File: config.mk
export PLATFORM = sky130hd
export DESIGN_NAME = fs_table_entry_validator
export DESIGN_NICKNAME = d
export VERILOG_FILES = /design/src/rtl/core/fstv_pkg.sv /design/src/rtl/core/fstv_stack_ram.sv /design/src/rtl/core/fstv_engine.sv /design/src/rtl/core/fs_table_entry_validator.sv
export SDC_FILE = /design/constraint.sdc
export NUM_CORES = 2
export LEC_CHECK = 0
export BUFFER_PORTS_ARGS = -buffer_cell sky130_fd_sc_hd__buf_2
export CAP_MARGIN = 20
export CELL_PAD_IN_SITES_DETAIL_PLACEMENT = 2
export CELL_PAD_IN_SITES_GLOBAL_PLACEMENT = 2
export CORE_MARGIN = 8
export CORE_UTILIZATION = 41
export CTS_CLUSTER_SIZE = 40
export DETAILED_ROUTE_END_ITERATION = 8
export HOLD_SLACK_MARGIN = 0.03
export PLACE_DENSITY_LB_ADDON = 0.08
export SYNTH_ARGS = -nofsm -noshare
export SYNTH_HDL_FRONTEND = slang
export SYNTH_SLANG_ARGS = --single-unit
File: constraint.sdc
create_clock -name clk -period 11.7 [get_ports clk]
set_input_delay 0.585 -clock clk [delete_from_list [all_inputs] [get_ports clk]]
set_output_delay 0.585 -clock clk [all_outputs]
set_load 0.03 [all_outputs]
File: src/rtl/core/fstv_pkg.sv
`timescale 1ns / 1ps

package fstv_pkg;

    // Nesting capacity below the root; the stack holds one more pair for the root.
    localparam int MAX_NEST   = 16;
    localparam int NEST_DEPTH = MAX_NEST + 1;
    localparam int ADDR_W     = $clog2(NEST_DEPTH);
    localparam int LVL_W      = $clog2(NEST_DEPTH + 1);
    localparam int DL_W       = 5;
    localparam int LIM_W      = (LVL_W > DL_W) ? LVL_W : DL_W;
    localparam int CFG_IDX_W  = 8;

    localparam logic [31:0] ENTRY_BYTES = 32'd12;
    localparam logic [7:0]  TYPE_FILE   = 8'd0;
    localparam logic [7:0]  TYPE_DIR    = 8'd1;

    // Configuration register indexes
    localparam logic [CFG_IDX_W-1:0] REG_WORD_OFFSETS = 8'd0;
    localparam logic [CFG_IDX_W-1:0] REG_IMAGE_SIZE   = 8'd1;
    localparam logic [CFG_IDX_W-1:0] REG_ENTRY_LIMIT  = 8'd2;
    localparam logic [CFG_IDX_W-1:0] REG_DEPTH_LIMIT  = 8'd3;

    typedef enum logic [3:0] {
        ST_OK           = 4'd0,
        ST_IMAGE_SMALL  = 4'd1,
        ST_ROOT_NOT_DIR = 4'd2,
        ST_COUNT_ZERO   = 4'd3,
        ST_COUNT_LIMIT  = 4'd4,
        ST_COUNT_IMAGE  = 4'd5,
        ST_BAD_TYPE     = 4'd6,
        ST_NAME_OUTSIDE = 4'd7,
        ST_BAD_RANGE    = 4'd8,
        ST_TOO_DEEP     = 4'd9,
        ST_IGNORED      = 4'd10
    } fstv_status_t;

    typedef struct packed {
        logic              word_offsets;
        logic [31:0]       image_size;
        logic [31:0]       entry_limit;
        logic [DL_W-1:0]   depth_limit;
    } fstv_cfg_t;

    // Stack pair: directory index in the high half, subtree end in the low half
    typedef struct packed {
        logic              we;
        logic [ADDR_W-1:0] waddr;
        logic [63:0]       wdata;
        logic              re;
        logic [ADDR_W-1:0] raddr;
    } fstv_mem_req_t;

endpackage

File: src/rtl/core/fstv_stack_ram.sv
`timescale 1ns / 1ps

module fstv_stack_ram
(
    input  logic                  clk,
    input  fstv_pkg::fstv_mem_req_t req,
    output logic [63:0]           rdata
);

    logic [63:0] mem [fstv_pkg::NEST_DEPTH];

    always_ff @(posedge clk)
    begin
        if (req.we)
        begin
            mem[req.waddr] <= req.wdata;
        end
    end

    always_ff @(posedge clk)
    begin
        if (req.re)
        begin
            rdata <= mem[req.raddr];
        end
    end

endmodule

File: src/rtl/core/fstv_engine.sv
`timescale 1ns / 1ps

module fstv_engine
(
    input  logic                      clk,
    input  logic                      rst_n,
    input  fstv_pkg::fstv_cfg_t       cfg,
    // input word
    input  logic                      in_valid,
    output logic                      in_stall,
    input  logic                      start_of_table,
    input  logic [7:0]                type_byte,
    input  logic [23:0]               name_pos,
    input  logic [31:0]               word_a,
    input  logic [31:0]               word_b,
    // result word
    output logic                      out_valid,
    input  logic                      out_stall,
    output logic [31:0]               entry_index,
    output logic [31:0]               parent_index,
    output logic                      is_dir,
    output logic [33:0]               file_offset,
    output logic [31:0]               size_or_end,
    output fstv_pkg::fstv_status_t    status,
    output logic                      last,
    // stack memory
    output fstv_pkg::fstv_mem_req_t   mem_req,
    input  logic [63:0]               mem_rdata
);

    typedef enum logic [1:0] {S_IDLE, S_WORK, S_POPW} state_t;
    typedef enum logic [1:0] {M_IDLE, M_RUN, M_STOP} mode_t;

    state_t                     state_reg;
    mode_t                      mode_reg;
    logic [31:0]                counter_reg;
    logic [31:0]                total_reg;
    logic [35:0]                tbytes_reg;
    logic [fstv_pkg::LVL_W-1:0] level_reg;
    logic [31:0]                top_idx_reg;
    logic [31:0]                top_end_reg;

    // captured input word
    logic        start_reg;
    logic [7:0]  type_reg;
    logic [23:0] noff_reg;
    logic [31:0] wa_reg;
    logic [31:0] wb_reg;

    logic                   out_valid_reg;
    logic [31:0]            idx_reg;
    logic [31:0]            par_reg;
    logic                   dir_reg;
    logic [33:0]            off_reg;
    logic [31:0]            size_reg;
    fstv_pkg::fstv_status_t status_reg;
    logic                   last_reg;

    logic [31:0]            idx_next;
    logic [31:0]            par_next;
    logic                   dir_next;
    logic [33:0]            off_next;
    logic [31:0]            size_next;
    fstv_pkg::fstv_status_t status_next;
    logic                   last_next;

    logic                       in_take;
    logic                       out_free;
    logic                       res_load;
    logic [35:0]                root_bytes;
    logic [36:0]                str_room;
    fstv_pkg::fstv_status_t     root_code;
    logic                       ignore_item;
    logic                       bad_type;
    logic                       pop;
    logic [fstv_pkg::LIM_W-1:0] dl_ext;
    logic [fstv_pkg::LIM_W-1:0] lim;
    fstv_pkg::fstv_status_t     item_code;
    logic                       is_last;
    logic [33:0]                dec_off;

    assign in_stall = (state_reg != S_IDLE);
    assign in_take  = in_valid && !in_stall;
    assign out_free = !out_valid_reg || !out_stall;
    assign res_load = (state_reg == S_WORK) && !pop && out_free;

    always_comb
    begin
        root_bytes = ({4'b0000, wb_reg} << 3) + ({4'b0000, wb_reg} << 2);
        if (cfg.image_size < fstv_pkg::ENTRY_BYTES)
            root_code = fstv_pkg::ST_IMAGE_SMALL;
        else if (type_reg != fstv_pkg::TYPE_DIR)
            root_code = fstv_pkg::ST_ROOT_NOT_DIR;
        else if (wb_reg == 32'd0)
            root_code = fstv_pkg::ST_COUNT_ZERO;
        else if (wb_reg > cfg.entry_limit)
            root_code = fstv_pkg::ST_COUNT_LIMIT;
        else if (root_bytes > {4'b0000, cfg.image_size})
            root_code = fstv_pkg::ST_COUNT_IMAGE;
        else
            root_code = fstv_pkg::ST_OK;

        // string table size from the live image size; negative means no name can fail
        str_room = {5'd0, cfg.image_size} - {1'b0, tbytes_reg};

        ignore_item = (mode_reg != M_RUN) || (level_reg == '0)
                      || (level_reg > fstv_pkg::LVL_W'(fstv_pkg::NEST_DEPTH));
        bad_type    = (type_reg != fstv_pkg::TYPE_FILE) && (type_reg != fstv_pkg::TYPE_DIR);
        pop         = !start_reg && !ignore_item && !bad_type
                      && (level_reg > fstv_pkg::LVL_W'(1)) && (counter_reg >= top_end_reg);

        dl_ext = fstv_pkg::LIM_W'(cfg.depth_limit);
        lim    = (dl_ext > fstv_pkg::LIM_W'(fstv_pkg::MAX_NEST))
                 ? fstv_pkg::LIM_W'(fstv_pkg::MAX_NEST) : dl_ext;

        if (bad_type)
            item_code = fstv_pkg::ST_BAD_TYPE;
        else if (!str_room[36] && ({12'd0, noff_reg} >= str_room[35:0]))
            item_code = fstv_pkg::ST_NAME_OUTSIDE;
        else if ((type_reg == fstv_pkg::TYPE_DIR)
                 && ((wb_reg <= counter_reg) || (wb_reg > top_end_reg)))
            item_code = fstv_pkg::ST_BAD_RANGE;
        else if ((type_reg == fstv_pkg::TYPE_DIR)
                 && (fstv_pkg::LIM_W'(level_reg) > lim))
            item_code = fstv_pkg::ST_TOO_DEEP;
        else
            item_code = fstv_pkg::ST_OK;

        is_last = ({1'b0, counter_reg} + 33'd1) >= {1'b0, total_reg};
        dec_off = cfg.word_offsets ? {wa_reg, 2'b00} : {2'b00, wa_reg};
    end

    // result word; errors and ignored words leave everything but index and code at 0
    always_comb
    begin
        idx_next    = '0;
        par_next    = '0;
        dir_next    = 1'b0;
        off_next    = '0;
        size_next   = '0;
        last_next   = 1'b0;
        status_next = fstv_pkg::ST_IGNORED;
        if (start_reg)
        begin
            status_next = root_code;
            if (root_code == fstv_pkg::ST_OK)
            begin
                dir_next  = 1'b1;
                size_next = wb_reg;
                last_next = (wb_reg == 32'd1);
            end
        end
        else if (!ignore_item)
        begin
            status_next = item_code;
            idx_next    = counter_reg;
            if (item_code == fstv_pkg::ST_OK)
            begin
                par_next  = top_idx_reg;
                size_next = wb_reg;
                last_next = is_last;
                if (type_reg == fstv_pkg::TYPE_DIR)
                    dir_next = 1'b1;
                else
                    off_next = dec_off;
            end
        end
    end

    // stack access: root write, directory push, or read of the pair under the top
    always_comb
    begin
        mem_req = '0;
        if (state_reg == S_WORK)
        begin
            if (start_reg)
            begin
                mem_req.we    = out_free && (root_code == fstv_pkg::ST_OK);
                mem_req.waddr = '0;
                mem_req.wdata = {32'd0, wb_reg};
            end
            else if (pop)
            begin
                mem_req.re    = 1'b1;
                mem_req.raddr = fstv_pkg::ADDR_W'(level_reg - fstv_pkg::LVL_W'(2));
            end
            else
            begin
                mem_req.we    = out_free && !ignore_item && (item_code == fstv_pkg::ST_OK)
                                && (type_reg == fstv_pkg::TYPE_DIR);
                mem_req.waddr = fstv_pkg::ADDR_W'(level_reg);
                mem_req.wdata = {counter_reg, wb_reg};
            end
        end
    end

    always_ff @(posedge clk or negedge rst_n)
    begin
        if (!rst_n)
        begin
            state_reg     <= S_IDLE;
            mode_reg      <= M_IDLE;
            counter_reg   <= '0;
            total_reg     <= '0;
            tbytes_reg    <= '0;
            level_reg     <= '0;
            out_valid_reg <= 1'b0;
        end
        else
        begin
            if (res_load)
                out_valid_reg <= 1'b1;
            else if (!out_stall)
                out_valid_reg <= 1'b0;

            case (state_reg)
                S_IDLE:
                begin
                    if (in_take)
                    begin
                        start_reg <= start_of_table;
                        type_reg  <= type_byte;
                        noff_reg  <= name_pos;
                        wa_reg    <= word_a;
                        wb_reg    <= word_b;
                        state_reg <= S_WORK;
                    end
                end
                S_WORK:
                begin
                    if (pop)
                    begin
                        level_reg <= level_reg - fstv_pkg::LVL_W'(1);
                        state_reg <= S_POPW;
                    end
                    else if (out_free)
                    begin
                        state_reg <= S_IDLE;
                        if (start_reg)
                        begin
                            if (root_code == fstv_pkg::ST_OK)
                            begin
                                total_reg   <= wb_reg;
                                tbytes_reg  <= root_bytes;
                                level_reg   <= fstv_pkg::LVL_W'(1);
                                top_idx_reg <= '0;
                                top_end_reg <= wb_reg;
                                counter_reg <= 32'd1;
                                mode_reg    <= (wb_reg == 32'd1) ? M_STOP : M_RUN;
                            end
                            else
                            begin
                                mode_reg <= M_STOP;
                            end
                        end
                        else if (!ignore_item)
                        begin
                            if (item_code != fstv_pkg::ST_OK)
                            begin
                                mode_reg <= M_STOP;
                            end
                            else
                            begin
                                counter_reg <= counter_reg + 32'd1;
                                if (is_last)
                                    mode_reg <= M_STOP;
                                if (type_reg == fstv_pkg::TYPE_DIR)
                                begin
                                    level_reg   <= level_reg + fstv_pkg::LVL_W'(1);
                                    top_idx_reg <= counter_reg;
                                    top_end_reg <= wb_reg;
                                end
                            end
                        end
                    end
                end
                S_POPW:
                begin
                    // new top arrives from the stack memory
                    top_idx_reg <= mem_rdata[63:32];
                    top_end_reg <= mem_rdata[31:0];
                    state_reg   <= S_WORK;
                end
                default:
                begin
                    state_reg <= S_IDLE;
                end
            endcase
        end
    end

    always_ff @(posedge clk)
    begin
        if (res_load)
        begin
            idx_reg    <= idx_next;
            par_reg    <= par_next;
            dir_reg    <= dir_next;
            off_reg    <= off_next;
            size_reg   <= size_next;
            status_reg <= status_next;
            last_reg   <= last_next;
        end
    end

    assign out_valid    = out_valid_reg;
    assign entry_index  = idx_reg;
    assign parent_index = par_reg;
    assign is_dir       = dir_reg;
    assign file_offset  = off_reg;
    assign size_or_end  = size_reg;
    assign status       = status_reg;
    assign last         = last_reg;

endmodule

File: src/rtl/core/fs_table_entry_validator.sv
`timescale 1ns / 1ps

// Channel   Handshake               Word
// in        in_valid / in_stall     start_of_table, type_byte, name_pos, word_a, word_b
// out       out_valid / out_stall   entry_index, parent_index, is_dir, file_offset,
//                                   size_or_end, status, last
// cfg       cfg_valid / cfg_ready   cfg_index, cfg_data
//
// An entry is captured (S_IDLE), then checked and its result made (S_WORK); each
// enclosing directory popped first adds a read of the nesting stack memory (S_WORK)
// and a wait for its data (S_POPW). in_stall holds off the next word meanwhile.
// Pops never outnumber pushes, so a long table pops at most once per directory.
// Reset clears the control state and loads the register defaults; the stack memory
// is not cleared, since it is never read above the current level.
// A stalled result sits in the output register; the next word is still captured,
// and its result waits until the output register frees.
// cfg_ready is always high; writes to indexes above REG_DEPTH_LIMIT are dropped.

module fs_table_entry_validator
(
    input  logic                              clk,
    input  logic                              rst_n,
    input  logic                              in_valid,
    output logic                              in_stall,
    input  logic                              start_of_table,
    input  logic [7:0]                        type_byte,
    input  logic [23:0]                       name_pos,
    input  logic [31:0]                       word_a,
    input  logic [31:0]                       word_b,
    output logic                              out_valid,
    input  logic                              out_stall,
    output logic [31:0]                       entry_index,
    output logic [31:0]                       parent_index,
    output logic                              is_dir,
    output logic [33:0]                       file_offset,
    output logic [31:0]                       size_or_end,
    output logic [3:0]                        status,
    output logic                              last,
    input  logic                              cfg_valid,
    output logic                              cfg_ready,
    input  logic [fstv_pkg::CFG_IDX_W-1:0]    cfg_index,
    input  logic [31:0]                       cfg_data
);

    fstv_pkg::fstv_cfg_t      cfg_reg;
    fstv_pkg::fstv_mem_req_t  mem_req;
    fstv_pkg::fstv_status_t   status_int;
    logic [63:0]              mem_rdata;

    assign cfg_ready = 1'b1;

    // configuration registers
    always_ff @(posedge clk or negedge rst_n)
    begin
        if (!rst_n)
        begin
            cfg_reg.word_offsets <= 1'b0;
            cfg_reg.image_size   <= 32'd0;
            cfg_reg.entry_limit  <= 32'hFFFF_FFFF;
            cfg_reg.depth_limit  <= fstv_pkg::DL_W'(16);
        end
        else if (cfg_valid && cfg_ready)
        begin
            case (cfg_index)
                fstv_pkg::REG_WORD_OFFSETS: cfg_reg.word_offsets <= cfg_data[0];
                fstv_pkg::REG_IMAGE_SIZE:   cfg_reg.image_size   <= cfg_data;
                fstv_pkg::REG_ENTRY_LIMIT:  cfg_reg.entry_limit  <= cfg_data;
                fstv_pkg::REG_DEPTH_LIMIT:  cfg_reg.depth_limit  <= cfg_data[fstv_pkg::DL_W-1:0];
                default: ;
            endcase
        end
    end

    fstv_engine u_engine
    (
        .clk            (clk),
        .rst_n          (rst_n),
        .cfg            (cfg_reg),
        .in_valid       (in_valid),
        .in_stall       (in_stall),
        .start_of_table (start_of_table),
        .type_byte      (type_byte),
        .name_pos       (name_pos),
        .word_a         (word_a),
        .word_b         (word_b),
        .out_valid      (out_valid),
        .out_stall      (out_stall),
        .entry_index    (entry_index),
        .parent_index   (parent_index),
        .is_dir         (is_dir),
        .file_offset    (file_offset),
        .size_or_end    (size_or_end),
        .status         (status_int),
        .last           (last),
        .mem_req        (mem_req),
        .mem_rdata      (mem_rdata)
    );

    fstv_stack_ram u_stack
    (
        .clk   (clk),
        .req   (mem_req),
        .rdata (mem_rdata)
    );

    assign status = status_int;

endmodule
==> impl_metrics.ini <==
[synthesis]
synth_top_area_cell = edfxtp_1
synth_seq_cells = 1626
synth_edf_count = 1449
synthArstFlopShare = 0.109
synthXorXnorAreaFrac = 0.0103
synth_nets = 5577
synth_flop_cell = edfxtp_1
syn_avg_cell_area_um2 = 14.1
synthMuxAreaShare = 0.0815
synth-simple-area-share = 0.0667
synthTopCellsByCount = 1449 x edfxtp_1, 484 x mux2i_1, 339 x nand2_1
ys_types = 93
ys_warn_count = 0
synth.most_common_cell = edfxtp_1
synth_compound_gate_area_share = 0.0933
synthCells = 5123
ys_top_cells_by_area = edfxtp_1 60%, mux2i_1 6.7%, ha_1 5.4%
synth_top_family_by_area = compound AO/OA/AOI/OAI gates
ys_seq_area_frac = 0.665
synth_top_area_frac = 0.603
synthAdderAreaFrac = 0.0543
netlist_area_mm2 = 0.0721

[place]
port_buffers = 279
placed_cell_area_mm2 = 0.0767
dp_hpwl_um = 173000
gp_congestion = 0.860

[detailed_routing]
final_antenna_net_count = 0
routed_via_density = 5.80
routed-via-count = 46800
drc = 0
drtPass1Iterations = 8
drtIter0Drc = 3416
wirelength_um = 258000
wl_per_cell_um = 32.0

[clock_tree]
clk_latency_ns = 0.86
clk_path_buf_depth = 3
htreeDepth = 4
cts_num_sinks = 1626
cts_tree = built
cts.root.buffer_cell = clkbuf_16
clk_pin_slew_ns = 0.06
cts_inserted_buffers = 178
cts_resized = 0

[global_route]
grt_pass1_wl_um = 372000
grt_pass1_vias = 51200
antenna_found_initial = 16
grt_max_degree = 100
globalRouteOverflowTotal = 0
track_usage = 0.264

[final_layout]
largest_reg_flops = 1088
fin_area_mm2 = 0.0839
nets = 6047
area_growth_pct = 16.2
drive_gt1_frac = 0.153
fin_util = 0.478

[setup_path]
crit_path_cell_trace = inv_1, ha_1, o21ai_0, o21ai_0, nor4b_1, or2_2, a31oi_1, o21ai_0, a21o_1, a21oi_1, xnor2_1, ha_1, nand4_1, nor4_1, nand2_1, or4_1, nand2_1, o211ai_1, or3_1, o31ai_4, buf_4, nand4_1, nor2_4, buf_4
path_max_fanout = 47
cp_num_buf_inv = 3
critPathMaxStageDelay_ns = 0.83
start_kind = flip-flop
rrSetupSlack_ns = 2.49
cpMostUsedCell = o21ai_0
worstSetupPathType = flip-flop to flip-flop
endpoint_kind = flip-flop
cpMaxStageDelayCell = buf_4
cp_data_required_time_ns = 12.15
critPathArrivalTime_ns = 9.66
cp_top_family = simple AND/OR/NAND/NOR gates

[power]
power.internal_w = 0.0104
peakVddDrop_v = 0.000149
comb_power_share = 0.133
power_per_cell_area_mw_per_mm2 = 172
pwr-share-seq = 0.478
switching_share = 0.280
clkPwrFrac = 0.388
power.switching_w = 0.00404
p_leak_nw = 32.4

[run_status]
outcome = complete, no violations

[sta]
slew_headroom = 0.239
fin_setup_tns_ns = 0
final_max_slew_viol_count = 0
period_needed_ns = 9.21
rsz0062_at_grt = false
tightestPinTransition_ns = 1.14
min_period_over_period = 0.787
fmax_mhz = 109
skew_ns = 0.0650
setup_viol = 0
finalHoldViolCount = 0

[job]
drv_cap = 0

[die]
dieArea_mm2 = 0.190
start_util = 0.411
io_pins = 281
die_h_um = 435
core_mm2 = 0.176
placementRows = 154
die-width_um = 435

[worst_hold_path]
holdCritPathClass = primary input to flip-flop
-- timing repair --
| action | CTS | global route |
|---|---|---|
| endpoints found under the hold margin | 171 | 0 |
| hold buffers | 122 | 0 |
| buffers inserted | 0 | 0 |
-- layer usage --
metal / up-vias / share of wire / global-route usage
met4: 0 / 0.029 / 0.0765
met1: 24800 / 0.43 / 0.350
met3: 328 / 0.045 / 0.0362
met2: 1299 / 0.49 / 0.454
li1: 20400 / - / -
met5: - / 0 / 0
-- stage by stage --
step	instances	setup WS, ns	total power (W)	hold WS, ns
floorplan	5123	1.15	0.00805	0.289
global placement	7608	2.68	0.00881	0.463
detailed placement	7616	2.43	0.00890	0.474
CTS	8060	2.36	0.0145	0.0383
global route	8077	2.08	0.0149	0.0561
finish	8081	2.49	0.0144	0.0786
-- power groups by stage --
stage                     logic [W]  clock network, W  registers (W)
after detailed placement    0.00187                 0        0.00703
after floorplan            0.000752                 0        0.00729
after global routing        0.00206           0.00589        0.00693
after CTS                   0.00192           0.00570        0.00691
final                       0.00193           0.00561        0.00691
after global placement      0.00180                 0        0.00702
-- placed cells by master, fill, tap and decap left out, types with 82 or more instances in the layout --
cell type,instances
nor2_1,210
buf_2,278
and2_1,138
buf_4,106
mux2_2,92
nand2_1,334
dfrtp_1,143
a21oi_1,318
ha_1,309
o21ai_0,184
inv_1,259
edfxtp_1,1449
clkbuf_16,181
mux2i_1,484
o211ai_1,82
dlygate4sd3_1,122
-- final timing paths --
| kind | startpoint | to | depth (start not counted) |
|---|---|---|---|
| min | cfg_data[3] | cfg_reg[40] | 2 |
| min reg2reg | u_engine.total_reg[28] | u_engine.total_reg[28] | 2 |
| min in group asynchronous | rst_n | u_engine.total_reg[22] | 2 |
| max in group asynchronous | rst_n | cfg_reg[69] | 4 |
| max reg2reg | u_engine.wb_reg[2] | u_stack.mem[15][22] | 24 |
| max | u_engine.wb_reg[2] | u_stack.mem[15][22] | 24 |
-- area by class of cell --
type	instances	area [um^2]
Clock buffer	220	4720
Clock inverter	102	1050
Sequential cell	1626	48000
Multi-Input combinational cell	2994	22400
Antenna cell	6	15.0
Timing Repair Buffer	529	3770
Tap cell	2340	2930
Inverter	264	997
Fill cell	16600	91700
-- kinds of logic (layout without fill, tap and decap cells) --
| kind of cell | Yosys count | count (layout) |
|---|---|---|
| flops | 1626 | 1626 |
| compound gates | 1015 | 1015 |
| simple gates | 1005 | 1005 |
| mux | 576 | 576 |
| buf+inv | 503 | 1115 |
| fa+ha+maj | 312 | 312 |
| xor+xnor | 85 | 85 |
| other cells | 1 | 7 |
-- worst reg2reg max path: cells and delay by family (launching register included) --
family | cells | cell delay (ns)
buf+inv | 3 | 1.45
xor+xnor | 1 | 0.16
flops | 1 | 0.50
simple gates | 10 | 4.44
fa+ha+maj | 2 | 0.67
compound gates | 8 | 1.54
Power figures use the tool's default switching activity.
